===== src/hdl/drc_pkg.sv =====
// Shared types for the dirty rectangle coalescer: controller commands and datapath status.
`default_nettype none
package drc_pkg;

   typedef enum logic [1:0] {
      WSEL_SUBJ  = 2'd0,
      WSEL_MERGE = 2'd1,
      WSEL_RUN   = 2'd2,
      WSEL_M0    = 2'd3
   } wsel_type;

   typedef struct packed {
      logic     load_req;
      logic     load_ram_subj;
      logic     calc_sarea;
      logic     load_entry;
      logic     calc_areas;
      logic     run_update;
      logic     save_m0;
      logic     ram_we;
      wsel_type wsel;
      logic     rsp_load;
      logic     rsp_last;
      logic     rsp_empty;
   } cmd_type;

   typedef struct packed {
      logic entry_holds_subj;
      logic subj_holds_entry;
      logic merge_ok;
      logic run_ok;
   } status_type;

endpackage
`default_nettype wire


===== src/hdl/dirty_rect_coalescer_top.sv =====
// Top level of the dirty rectangle coalescer: controller plus datapath.
//
// Use: send transactions on the req_ channel. req_action = 0 adds the
// rectangle (req_rect_x/y/w/h) to the store and gives no result;
// req_action = 1 drains the store and returns the surviving rectangles on
// the rsp_ channel, the final one marked by rsp_last_rect. Draining an
// empty store returns one transaction with rsp_store_empty and
// rsp_last_rect set and zero coordinates.
// Sequence: an add loads the rectangle and its area, then walks the stored
// entries in turn (read, load with cover, area multiply, decide). A drain
// pops an entry (pop, take, area), compares it against the remaining
// entries in the same steps and emits it as one transaction unless it
// was dropped or merged; an empty drain goes straight to its response.
// The store is single-port and is walked one entry at a time; one
// transaction is worked at a time and req_stall stays high meanwhile.
// Reset clears the entry count and the result valid; the store contents
// need no clearing since only counted entries are read.
// A stall on rsp_ holds the result register; the drain waits until it
// frees before loading the next result.
`default_nettype none
module dirty_rect_coalescer_top #(
   parameter int MAX_REGIONS = 16,
   parameter int COORD_BITS  = 12
) (
   input  wire logic                  clock,
   input  wire logic                  reset,
   input  wire logic                  req_valid,
   output logic                       req_stall,
   input  wire logic                  req_action,
   input  wire logic [COORD_BITS-1:0] req_rect_x,
   input  wire logic [COORD_BITS-1:0] req_rect_y,
   input  wire logic [COORD_BITS:0]   req_rect_w,
   input  wire logic [COORD_BITS:0]   req_rect_h,
   output logic                       rsp_valid,
   input  wire logic                  rsp_stall,
   output logic      [COORD_BITS-1:0] rsp_out_x,
   output logic      [COORD_BITS-1:0] rsp_out_y,
   output logic      [COORD_BITS:0]   rsp_out_w,
   output logic      [COORD_BITS:0]   rsp_out_h,
   output logic                       rsp_last_rect,
   output logic                       rsp_store_empty
);

   drc_pkg::cmd_type                 cmd;
   drc_pkg::status_type              status;
   logic [$clog2(MAX_REGIONS)-1:0]   ram_addr;

   // sequencing: counts, walk index, handshakes
   drc_ctrl #(.MAX_REGIONS(MAX_REGIONS)) u_ctrl (
      .clock      (clock),
      .reset      (reset),
      .req_valid  (req_valid),
      .req_action (req_action),
      .req_stall  (req_stall),
      .rsp_valid  (rsp_valid),
      .rsp_stall  (rsp_stall),
      .status     (status),
      .cmd        (cmd),
      .ram_addr   (ram_addr)
   );

   // store, geometry, areas and result register
   drc_datapath #(.MAX_REGIONS(MAX_REGIONS), .COORD_BITS(COORD_BITS)) u_dp (
      .clock           (clock),
      .cmd             (cmd),
      .ram_addr        (ram_addr),
      .req_rect_x      (req_rect_x),
      .req_rect_y      (req_rect_y),
      .req_rect_w      (req_rect_w),
      .req_rect_h      (req_rect_h),
      .status          (status),
      .rsp_out_x       (rsp_out_x),
      .rsp_out_y       (rsp_out_y),
      .rsp_out_w       (rsp_out_w),
      .rsp_out_h       (rsp_out_h),
      .rsp_last_rect   (rsp_last_rect),
      .rsp_store_empty (rsp_store_empty)
   );

endmodule
`default_nettype wire


===== src/hdl/drc_ram.sv =====
// Generic single-port RAM with registered read.
`default_nettype none
module drc_ram #(
   parameter int WIDTH = 50,
   parameter int DEPTH = 16
) (
   input  wire logic                     clock,
   input  wire logic                     we,
   input  wire logic [$clog2(DEPTH)-1:0] addr,
   input  wire logic [WIDTH-1:0]         wdata,
   output logic      [WIDTH-1:0]         rdata
);

   logic [WIDTH-1:0] mem_ff [DEPTH];
   logic [WIDTH-1:0] rdata_ff;

   always_ff @(posedge clock) begin
      if (we) begin
         mem_ff[addr] <= wdata;
      end
      rdata_ff <= mem_ff[addr];
   end

   assign rdata = rdata_ff;

endmodule
`default_nettype wire


===== src/hdl/drc_datapath.sv =====
// Datapath: rectangle store, cover and containment logic, area multipliers, result register.
`default_nettype none
module drc_datapath #(
   parameter int MAX_REGIONS = 16,
   parameter int COORD_BITS  = 12
) (
   input  wire logic                           clock,
   input  wire drc_pkg::cmd_type               cmd,
   input  wire logic [$clog2(MAX_REGIONS)-1:0] ram_addr,
   input  wire logic [COORD_BITS-1:0]          req_rect_x,
   input  wire logic [COORD_BITS-1:0]          req_rect_y,
   input  wire logic [COORD_BITS:0]            req_rect_w,
   input  wire logic [COORD_BITS:0]            req_rect_h,
   output drc_pkg::status_type                 status,
   output logic      [COORD_BITS-1:0]          rsp_out_x,
   output logic      [COORD_BITS-1:0]          rsp_out_y,
   output logic      [COORD_BITS:0]            rsp_out_w,
   output logic      [COORD_BITS:0]            rsp_out_h,
   output logic                                rsp_last_rect,
   output logic                                rsp_store_empty
);

   localparam int P     = COORD_BITS;
   localparam int S     = COORD_BITS + 1;
   localparam int RW    = 2 * P + 2 * S;
   localparam int AREAW = 2 * S;
   localparam int SUMW  = AREAW + $clog2(MAX_REGIONS) + 1;

   function automatic logic [P-1:0] fx(input logic [RW-1:0] r);
      return r[RW-1 -: P];
   endfunction
   function automatic logic [P-1:0] fy(input logic [RW-1:0] r);
      return r[RW-1-P -: P];
   endfunction
   function automatic logic [S-1:0] fw(input logic [RW-1:0] r);
      return r[2*S-1 -: S];
   endfunction
   function automatic logic [S-1:0] fh(input logic [RW-1:0] r);
      return r[S-1:0];
   endfunction

   // far edges, one bit wider than a size
   function automatic logic [S:0] fr(input logic [RW-1:0] r);
      return {2'b00, fx(r)} + {1'b0, fw(r)};
   endfunction
   function automatic logic [S:0] fb(input logic [RW-1:0] r);
      return {2'b00, fy(r)} + {1'b0, fh(r)};
   endfunction

   function automatic logic holds(input logic [RW-1:0] a, input logic [RW-1:0] b);
      return (fx(a) <= fx(b)) && (fy(a) <= fy(b)) && (fr(a) >= fr(b)) && (fb(a) >= fb(b));
   endfunction

   function automatic logic [RW-1:0] bound_box(input logic [RW-1:0] a,
                                               input logic [RW-1:0] b);
      logic [P-1:0] cx;
      logic [P-1:0] cy;
      logic [S:0]   cr;
      logic [S:0]   cb;
      logic [S:0]   dw;
      logic [S:0]   dh;
      cx = (fx(a) < fx(b)) ? fx(a) : fx(b);
      cy = (fy(a) < fy(b)) ? fy(a) : fy(b);
      cr = (fr(a) > fr(b)) ? fr(a) : fr(b);
      cb = (fb(a) > fb(b)) ? fb(a) : fb(b);
      dw = cr - {2'b00, cx};
      dh = cb - {2'b00, cy};
      if (fw(b) == '0 || fh(b) == '0) begin
         return a;
      end else if (fw(a) == '0 || fh(a) == '0) begin
         return b;
      end
      return {cx, cy, dw[S-1:0], dh[S-1:0]};
   endfunction

   logic [RW-1:0]    s_ff, e_ff, m_ff, m0_ff, run_ff, runn_ff;
   logic [AREAW-1:0] area_s_ff, area_e_ff, area_m_ff, area_run_ff;
   logic [SUMW-1:0]  sum_ff;
   logic [RW-1:0]    ram_wdata;
   logic [RW-1:0]    ram_rdata;
   logic [SUMW-1:0]  sum_in;
   logic [AREAW:0]   pair_sum;

   logic [P-1:0] rsp_x_ff, rsp_y_ff;
   logic [S-1:0] rsp_w_ff, rsp_h_ff;
   logic         rsp_last_ff, rsp_empty_ff;

   drc_ram #(.WIDTH(RW), .DEPTH(MAX_REGIONS)) u_store (
      .clock (clock),
      .we    (cmd.ram_we),
      .addr  (ram_addr),
      .wdata (ram_wdata),
      .rdata (ram_rdata)
   );

   always_comb begin
      case (cmd.wsel)
         drc_pkg::WSEL_SUBJ:  ram_wdata = s_ff;
         drc_pkg::WSEL_MERGE: ram_wdata = m_ff;
         drc_pkg::WSEL_RUN:   ram_wdata = runn_ff;
         drc_pkg::WSEL_M0:    ram_wdata = m0_ff;
         default:             ram_wdata = s_ff;
      endcase
   end

   assign sum_in   = sum_ff + {{(SUMW-AREAW){1'b0}}, area_e_ff};
   assign pair_sum = {1'b0, area_e_ff} + {1'b0, area_s_ff};

   assign status.entry_holds_subj = holds(e_ff, s_ff);
   assign status.subj_holds_entry = holds(s_ff, e_ff);
   assign status.merge_ok         = {1'b0, area_m_ff} <= pair_sum;
   assign status.run_ok           = {{(SUMW-AREAW){1'b0}}, area_run_ff} <= sum_in;

   always_ff @(posedge clock) begin
      if (cmd.load_req) begin
         s_ff   <= {req_rect_x, req_rect_y, req_rect_w, req_rect_h};
         run_ff <= {req_rect_x, req_rect_y, req_rect_w, req_rect_h};
         sum_ff <= '0;
      end
      if (cmd.load_ram_subj) begin
         s_ff <= ram_rdata;
      end
      if (cmd.calc_sarea) begin
         area_s_ff <= fw(s_ff) * fh(s_ff);
      end
      if (cmd.load_entry) begin
         e_ff    <= ram_rdata;
         m_ff    <= bound_box(ram_rdata, s_ff);
         runn_ff <= bound_box(run_ff, ram_rdata);
      end
      if (cmd.calc_areas) begin
         area_e_ff   <= fw(e_ff) * fh(e_ff);
         area_m_ff   <= fw(m_ff) * fh(m_ff);
         area_run_ff <= fw(runn_ff) * fh(runn_ff);
      end
      if (cmd.run_update) begin
         run_ff <= runn_ff;
         sum_ff <= sum_in;
      end
      if (cmd.save_m0) begin
         m0_ff <= m_ff;
      end
      if (cmd.rsp_load) begin
         rsp_last_ff  <= cmd.rsp_last;
         rsp_empty_ff <= cmd.rsp_empty;
         if (cmd.rsp_empty) begin
            rsp_x_ff <= '0;
            rsp_y_ff <= '0;
            rsp_w_ff <= '0;
            rsp_h_ff <= '0;
         end else begin
            rsp_x_ff <= fx(s_ff);
            rsp_y_ff <= fy(s_ff);
            rsp_w_ff <= fw(s_ff);
            rsp_h_ff <= fh(s_ff);
         end
      end
   end

   assign rsp_out_x       = rsp_x_ff;
   assign rsp_out_y       = rsp_y_ff;
   assign rsp_out_w       = rsp_w_ff;
   assign rsp_out_h       = rsp_h_ff;
   assign rsp_last_rect   = rsp_last_ff;
   assign rsp_store_empty = rsp_empty_ff;

endmodule
`default_nettype wire


===== src/hdl/drc_ctrl.sv =====
// Controller: sequences the add walk and the drain over the rectangle store.
`default_nettype none
module drc_ctrl #(
   parameter int MAX_REGIONS = 16
) (
   input  wire logic                           clock,
   input  wire logic                           reset,
   input  wire logic                           req_valid,
   input  wire logic                           req_action,
   output logic                                req_stall,
   output logic                                rsp_valid,
   input  wire logic                           rsp_stall,
   input  wire drc_pkg::status_type            status,
   output drc_pkg::cmd_type                    cmd,
   output logic [$clog2(MAX_REGIONS)-1:0]      ram_addr
);

   localparam int AW = $clog2(MAX_REGIONS);
   localparam int CW = $clog2(MAX_REGIONS + 1);
   localparam logic [CW-1:0] MAX_CNT = CW'(MAX_REGIONS);

   typedef enum logic [3:0] {
      S_IDLE,
      S_POP,
      S_TAKE,
      S_SAREA,
      S_RD,
      S_LD,
      S_MUL,
      S_DEC,
      S_EMIT,
      S_EMPTY
   } state_type;

   state_type   state_ff, state_in;
   logic [CW-1:0] cnt_ff, cnt_in, idx_ff, idx_in;
   logic        drain_ff, drain_in;
   logic        rsp_valid_ff, rsp_valid_in;
   logic [CW-1:0] cnt_dec, idx_nx;
   logic        rsp_free;

   assign cnt_dec   = cnt_ff - 1'b1;
   assign idx_nx    = idx_ff + 1'b1;
   assign rsp_free  = !rsp_valid_ff || !rsp_stall;
   assign req_stall = state_ff != S_IDLE;
   assign rsp_valid = rsp_valid_ff;

   always_comb begin
      state_in = state_ff;
      cnt_in   = cnt_ff;
      idx_in   = idx_ff;
      drain_in = drain_ff;
      cmd      = '0;
      cmd.wsel = drc_pkg::WSEL_SUBJ;
      ram_addr = idx_ff[AW-1:0];
      case (state_ff)
         S_IDLE: begin
            if (req_valid) begin
               drain_in = req_action;
               if (!req_action) begin
                  cmd.load_req = 1'b1;
                  state_in     = S_SAREA;
               end else if (cnt_ff == '0) begin
                  state_in = S_EMPTY;
               end else begin
                  state_in = S_POP;
               end
            end
         end
         S_POP: begin
            ram_addr = cnt_dec[AW-1:0];
            cnt_in   = cnt_dec;
            state_in = S_TAKE;
         end
         S_TAKE: begin
            cmd.load_ram_subj = 1'b1;
            state_in          = S_SAREA;
         end
         S_SAREA: begin
            cmd.calc_sarea = 1'b1;
            idx_in         = '0;
            if (cnt_ff != '0) begin
               state_in = S_RD;
            end else if (drain_ff) begin
               state_in = S_EMIT;
            end else begin
               cmd.ram_we = 1'b1;
               ram_addr   = cnt_ff[AW-1:0];
               cnt_in     = cnt_ff + 1'b1;
               state_in   = S_IDLE;
            end
         end
         S_RD: begin
            state_in = S_LD;
         end
         S_LD: begin
            cmd.load_entry = 1'b1;
            state_in       = S_MUL;
         end
         S_MUL: begin
            cmd.calc_areas = 1'b1;
            state_in       = S_DEC;
         end
         S_DEC: begin
            if (!drain_ff) begin
               state_in = S_IDLE;
               if (status.entry_holds_subj) begin
                  // drop the new rectangle
               end else if (status.subj_holds_entry) begin
                  cmd.ram_we = 1'b1;
                  cmd.wsel   = drc_pkg::WSEL_SUBJ;
               end else if (status.merge_ok) begin
                  cmd.ram_we = 1'b1;
                  cmd.wsel   = drc_pkg::WSEL_MERGE;
               end else if (status.run_ok) begin
                  cmd.ram_we = 1'b1;
                  cmd.wsel   = drc_pkg::WSEL_RUN;
                  ram_addr   = '0;
               end else begin
                  cmd.run_update = 1'b1;
                  cmd.save_m0    = idx_ff == '0;
                  if (idx_nx != cnt_ff) begin
                     idx_in   = idx_nx;
                     state_in = S_RD;
                  end else if (cnt_ff != MAX_CNT) begin
                     cmd.ram_we = 1'b1;
                     cmd.wsel   = drc_pkg::WSEL_SUBJ;
                     ram_addr   = cnt_ff[AW-1:0];
                     cnt_in     = cnt_ff + 1'b1;
                  end else begin
                     cmd.ram_we = 1'b1;
                     cmd.wsel   = drc_pkg::WSEL_M0;
                     ram_addr   = '0;
                  end
               end
            end else begin
               if (status.entry_holds_subj || status.merge_ok) begin
                  cmd.ram_we = !status.entry_holds_subj;
                  cmd.wsel   = drc_pkg::WSEL_MERGE;
                  state_in   = (cnt_ff == '0) ? S_IDLE : S_POP;
               end else if (idx_nx == cnt_ff) begin
                  state_in = S_EMIT;
               end else begin
                  idx_in   = idx_nx;
                  state_in = S_RD;
               end
            end
         end
         S_EMIT: begin
            if (rsp_free) begin
               cmd.rsp_load = 1'b1;
               cmd.rsp_last = cnt_ff == '0;
               state_in     = (cnt_ff == '0) ? S_IDLE : S_POP;
            end
         end
         S_EMPTY: begin
            if (rsp_free) begin
               cmd.rsp_load  = 1'b1;
               cmd.rsp_last  = 1'b1;
               cmd.rsp_empty = 1'b1;
               state_in      = S_IDLE;
            end
         end
         default: begin
            state_in = S_IDLE;
         end
      endcase
      rsp_valid_in = cmd.rsp_load || (rsp_valid_ff && rsp_stall);
   end

   always_ff @(posedge clock) begin
      if (reset) begin
         state_ff     <= S_IDLE;
         cnt_ff       <= '0;
         idx_ff       <= '0;
         drain_ff     <= 1'b0;
         rsp_valid_ff <= 1'b0;
      end else begin
         state_ff     <= state_in;
         cnt_ff       <= cnt_in;
         idx_ff       <= idx_in;
         drain_ff     <= drain_in;
         rsp_valid_ff <= rsp_valid_in;
      end
   end

endmodule
`default_nettype wire

===== config.mk =====
export PLATFORM = sky130hd
export DESIGN_NAME = dirty_rect_coalescer_top
export DESIGN_NICKNAME = d
export VERILOG_FILES = /design/src/hdl/drc_pkg.sv /design/src/hdl/dirty_rect_coalescer_top.sv /design/src/hdl/drc_ram.sv /design/src/hdl/drc_datapath.sv /design/src/hdl/drc_ctrl.sv
export SDC_FILE = /design/constraint.sdc
export NUM_CORES = 2
export LEC_CHECK = 0
export BUFFER_PORTS_ARGS = -buffer_cell sky130_fd_sc_hd__buf_2
export CORE_MARGIN = 3
export CORE_UTILIZATION = 57
export DETAILED_ROUTE_END_ITERATION = 10
export PLACE_DENSITY = 0.77
export SETUP_SLACK_MARGIN = 0.1
export SLEW_MARGIN = 20
export SYNTH_ARGS = -nofsm -noshare
export SYNTH_HDL_FRONTEND = slang
export SYNTH_SLANG_ARGS = --single-unit

===== constraint.sdc =====
create_clock -name clock -period 20.9 [get_ports clock]
set_input_delay 1.045 -clock clock [delete_from_list [all_inputs] [get_ports clock]]
set_output_delay 1.045 -clock clock [all_outputs]
set_load 0.02 [all_outputs]

==> impl_results.md <==
* Post-synth top flop: edfxtp_1
* Post-Route WL at 249.9 mm
* Num CTS Buffers at 144
* Final setup viols at 0
* Mapped Area at 89330 sq um
* CP arrival at 11.69 ns
* Clk Latency, worst-skew pair at around 0.8 ns
* Vias in the first global route at 60679
* Post-synthesis simple-gate area fraction at 9.082%
* Global route total overflow at 0
* Hold Vio Cnt, Final at 0
* Max Freq at 90.89 MHz
* Vias per cell at about 6.2
* # Max-Cap Violations at 0
* Worst slack, placed at 9.949 ns
* RSZ-0062 raised after global routing: false
* Flop and latch count out of synthesis at 1353
* 1st-pass router iterations at 6
* GPL Wtd Cong at between 0.9 and 1
* DP Area at 92410 sq um
* Hold Path Class: reg2reg
* Clk root buf: clkbuf_16
* Largest family of logic cells by synthesized area: adder cells
* Top cell type's share of synthesized area at approximately 43%
* Synth unique cells at 88
* R2R Setup Slk at ~9.9 ns
* Remaining antenna violation count at 0
* Final critical-path share of the clock period at 52.64%
* Clk buf depth at 3
* Pins Over Slew Limit at 0
* CTS tree: done
* Clock slew at reported path FFs at 0.06 ns
* Full die area at 161500 sq um
* Async S/R FF share, synth at 0%
* Synth Area in Compound Gates at 6.998%
* Worst rel slew slack at 16.21%
* Critical Path Start: u_dp.area_e_ff[1]
* Clock Skew at roughly 0.058 ns
* Cts hold-fix bufs at 0
* Final net count at 8843
* # H-tree levels at 4
* Ranking of synthesized cells by area: edfxtp_1 43%, fa_1 11%, ha_1 9.6%
* Global Route Usage Sum at 30.66%
* GR Util met1 at 40.78%
* Die Ht at between 400 and 500 microns
* Worst-margin pin slew at approximately 1.3 ns
* Via count at 60232
* Most frequent cells in the layout: 1287 x edfxtp_1, 830 x mux2i_1, 761 x inv_1
* DRC errors left at 0
* Setup CP Type: reg2reg
* Io pins at between 100 and 150
* Post-synthesis sequential area ratio at between 40% and 50%
* Cell area after layout at approximately 100000 sq um
* Adder-cell area share of the yosys netlist at 20.78%
* First-pass GRT wire length at 373.4 mm
* Initial antenna violation count at 8
* Share of layout cells above drive strength 1 at 9.156%
* Initial DRC Count at slightly above 6000
* TNS Setup at 0 ns
* Mux share of post-synthesis cell area at 11.10%
* Worst R2R End: u_dp.u_store.rdata[12]
* Fin worst setup slack at slightly below 10 ns
* Syn Inst Count at between 7000 and 8000
* # rows at about 140
* Area Growth Syn to Fin at 9.267%
* Avg Cell Area, Syn at approximately 12 sq um
* Clk sinks at roughly 1400
* DR WL/cell at 25.57 microns
* Critical path fanouts, max at 59
* Area leader, netlist: edfxtp_1
* Setup bufs post-CTS at 0
* Met2 usage at about half
* CTS resizes at 0
* Setup crit end: u_dp.u_store.rdata[12]
* Gr busiest metal: met2
* Reg2Reg Depth at 30
* CP startpoint kind: flop
* EDFF count, synth at between 1000 and 1500
* Crit path time final at 11.00 ns
* CP required at 21.59 ns
* Initial core utilization at roughly 58%
* I/O Buffers at 108
* Worst r2r src: u_dp.area_e_ff[1]
* Status: finished, final reports clean
* Most common cell after layout, fill and taps aside: edfxtp_1
* Die Wd at 401.9 microns
* CP peak stage delay at 0.97 ns
* Largest net degree at the start of global routing at roughly 150
* Synth Warn # at 0
* GR Util met3 at 5.609%
* HPWL Detailed at 172.0 mm
* CP max-delay cell: buf_4
* Core ar. at ~150000 sq um
* Post-synthesis xor/xnor area fraction at 2.441%
* Crit end category: flop
-- layer usage --
metal | wire, microns | share of wire [%]
met5 | 68 | 0.027
met4 | 15270 | 6.1
met2 | 113200 | 45
met3 | 22510 | 9.0
met1 | 98920 | 40
-- Yosys cell counts (7+ instances only) --
library cell / instances
a2111oi_0: 12
a211oi_1: 64
a21boi_0: 9
a21o_1: 109
a21oi_1: 290
a22oi_1: 10
a31oi_1: 68
and2_1: 330
and3_1: 24
buf_1: 20
buf_2: 27
buf_4: 41
buf_6: 16
clkbuf_1: 201
dfxtp_1: 66
edfxtp_1: 1287
fa_1: 498
ha_1: 687
inv_1: 761
mux2_2: 143
mux2i_1: 830
nand2_1: 701
nand2b_1: 38
nand3_1: 38
nand4_1: 44
nor2_1: 293
nor2b_1: 53
nor3_1: 83
nor4_1: 26
nor4b_1: 7
o211ai_1: 14
o21a_1: 48
o21ai_0: 180
o21ai_1: 8
o21bai_1: 74
o31ai_1: 13
o41ai_1: 9
or2_2: 13
or3_1: 16
xnor2_1: 182
xor2_1: 67
-- logic make-up (layout without fill, tap and decap cells) --
logic type,Yosys count,after routing
and+or+nand+nor,1702,1702
DFF,1353,1353
adders and majority gates,1185,1185
buffers and inverters,1067,1274
AOI/OAI and AO/OA,981,981
muxes,973,973
xor gates and xnor gates,249,249
other,1,13
-- state kept, by name (all words and copies together) (netlist names), 26 cells and up --
signal	cells
u_dp.m0_ff	50
u_dp.area_run_ff	26
u_dp.area_e_ff	26
u_dp.runn_ff	50
u_dp.u_store.mem_ff	800
u_dp.sum_ff	31
u_dp.u_store.rdata	50
u_dp.area_s_ff	26
u_dp.m_ff	50
u_dp.run_ff	50
u_dp.s_ff	50
u_dp.area_m_ff	26
u_dp.e_ff	50
-- worst min path at each step --
stage                  startpoint        endpoint  slack, ns  cells after the start
floorplan           u_dp.m_ff[26]  u_dp.m0_ff[26]       0.43                      0
global placement    u_dp.m_ff[41]  u_dp.m0_ff[41]       0.43                      0
detailed placement  u_dp.m_ff[44]  u_dp.m0_ff[44]       0.43                      0
CTS                 u_dp.m_ff[27]  u_dp.m0_ff[27]       0.43                      0
global route        u_dp.m_ff[27]  u_dp.m0_ff[27]       0.45                      0
finish              u_dp.m_ff[44]  u_dp.m0_ff[44]       0.45                      0
-- critical path: cells and delay by family (launching register included) --
| family | cells | cell delay (ns) |
|---|---|---|
| simple gates | 7 | 2.07 |
| compound gates | 14 | 4.20 |
| flops | 1 | 0.46 |
| fa+ha+maj | 2 | 0.63 |
| xor+xnor | 1 | 0.09 |
| buf+inv | 3 | 2.70 |
| mux | 3 | 0.60 |
-- per-stage QoR --
step | cells | hold slack, ns | utilization (%)
detailed placement | 9501 | 0.4337 | 59.64
CTS | 9766 | 0.4338 | 62.94
finish | 9774 | 0.4490 | 62.99
global route | 9767 | 0.4522 | 62.98
global placement | 9501 | 0.4320 | 59.60
floorplan | 7515 | 0.4262 | -
-- area by class of cell --
class / count / area [sq um]
clock buffer: 192 / 3968
timing repair buffer: 248 / 1642
clock inverter: 73 / 1136
antenna: 8 / 20.02
sequential: 1353 / 39970
fill: 11739 / 57340
multi-input combinational: 5095 / 45460
tap: 2044 / 2557
inverter: 761 / 2856
Power is left out: the tool's default activity adds up to more than one toggle a clock period on the data nets, which glitch-free logic cannot reach.
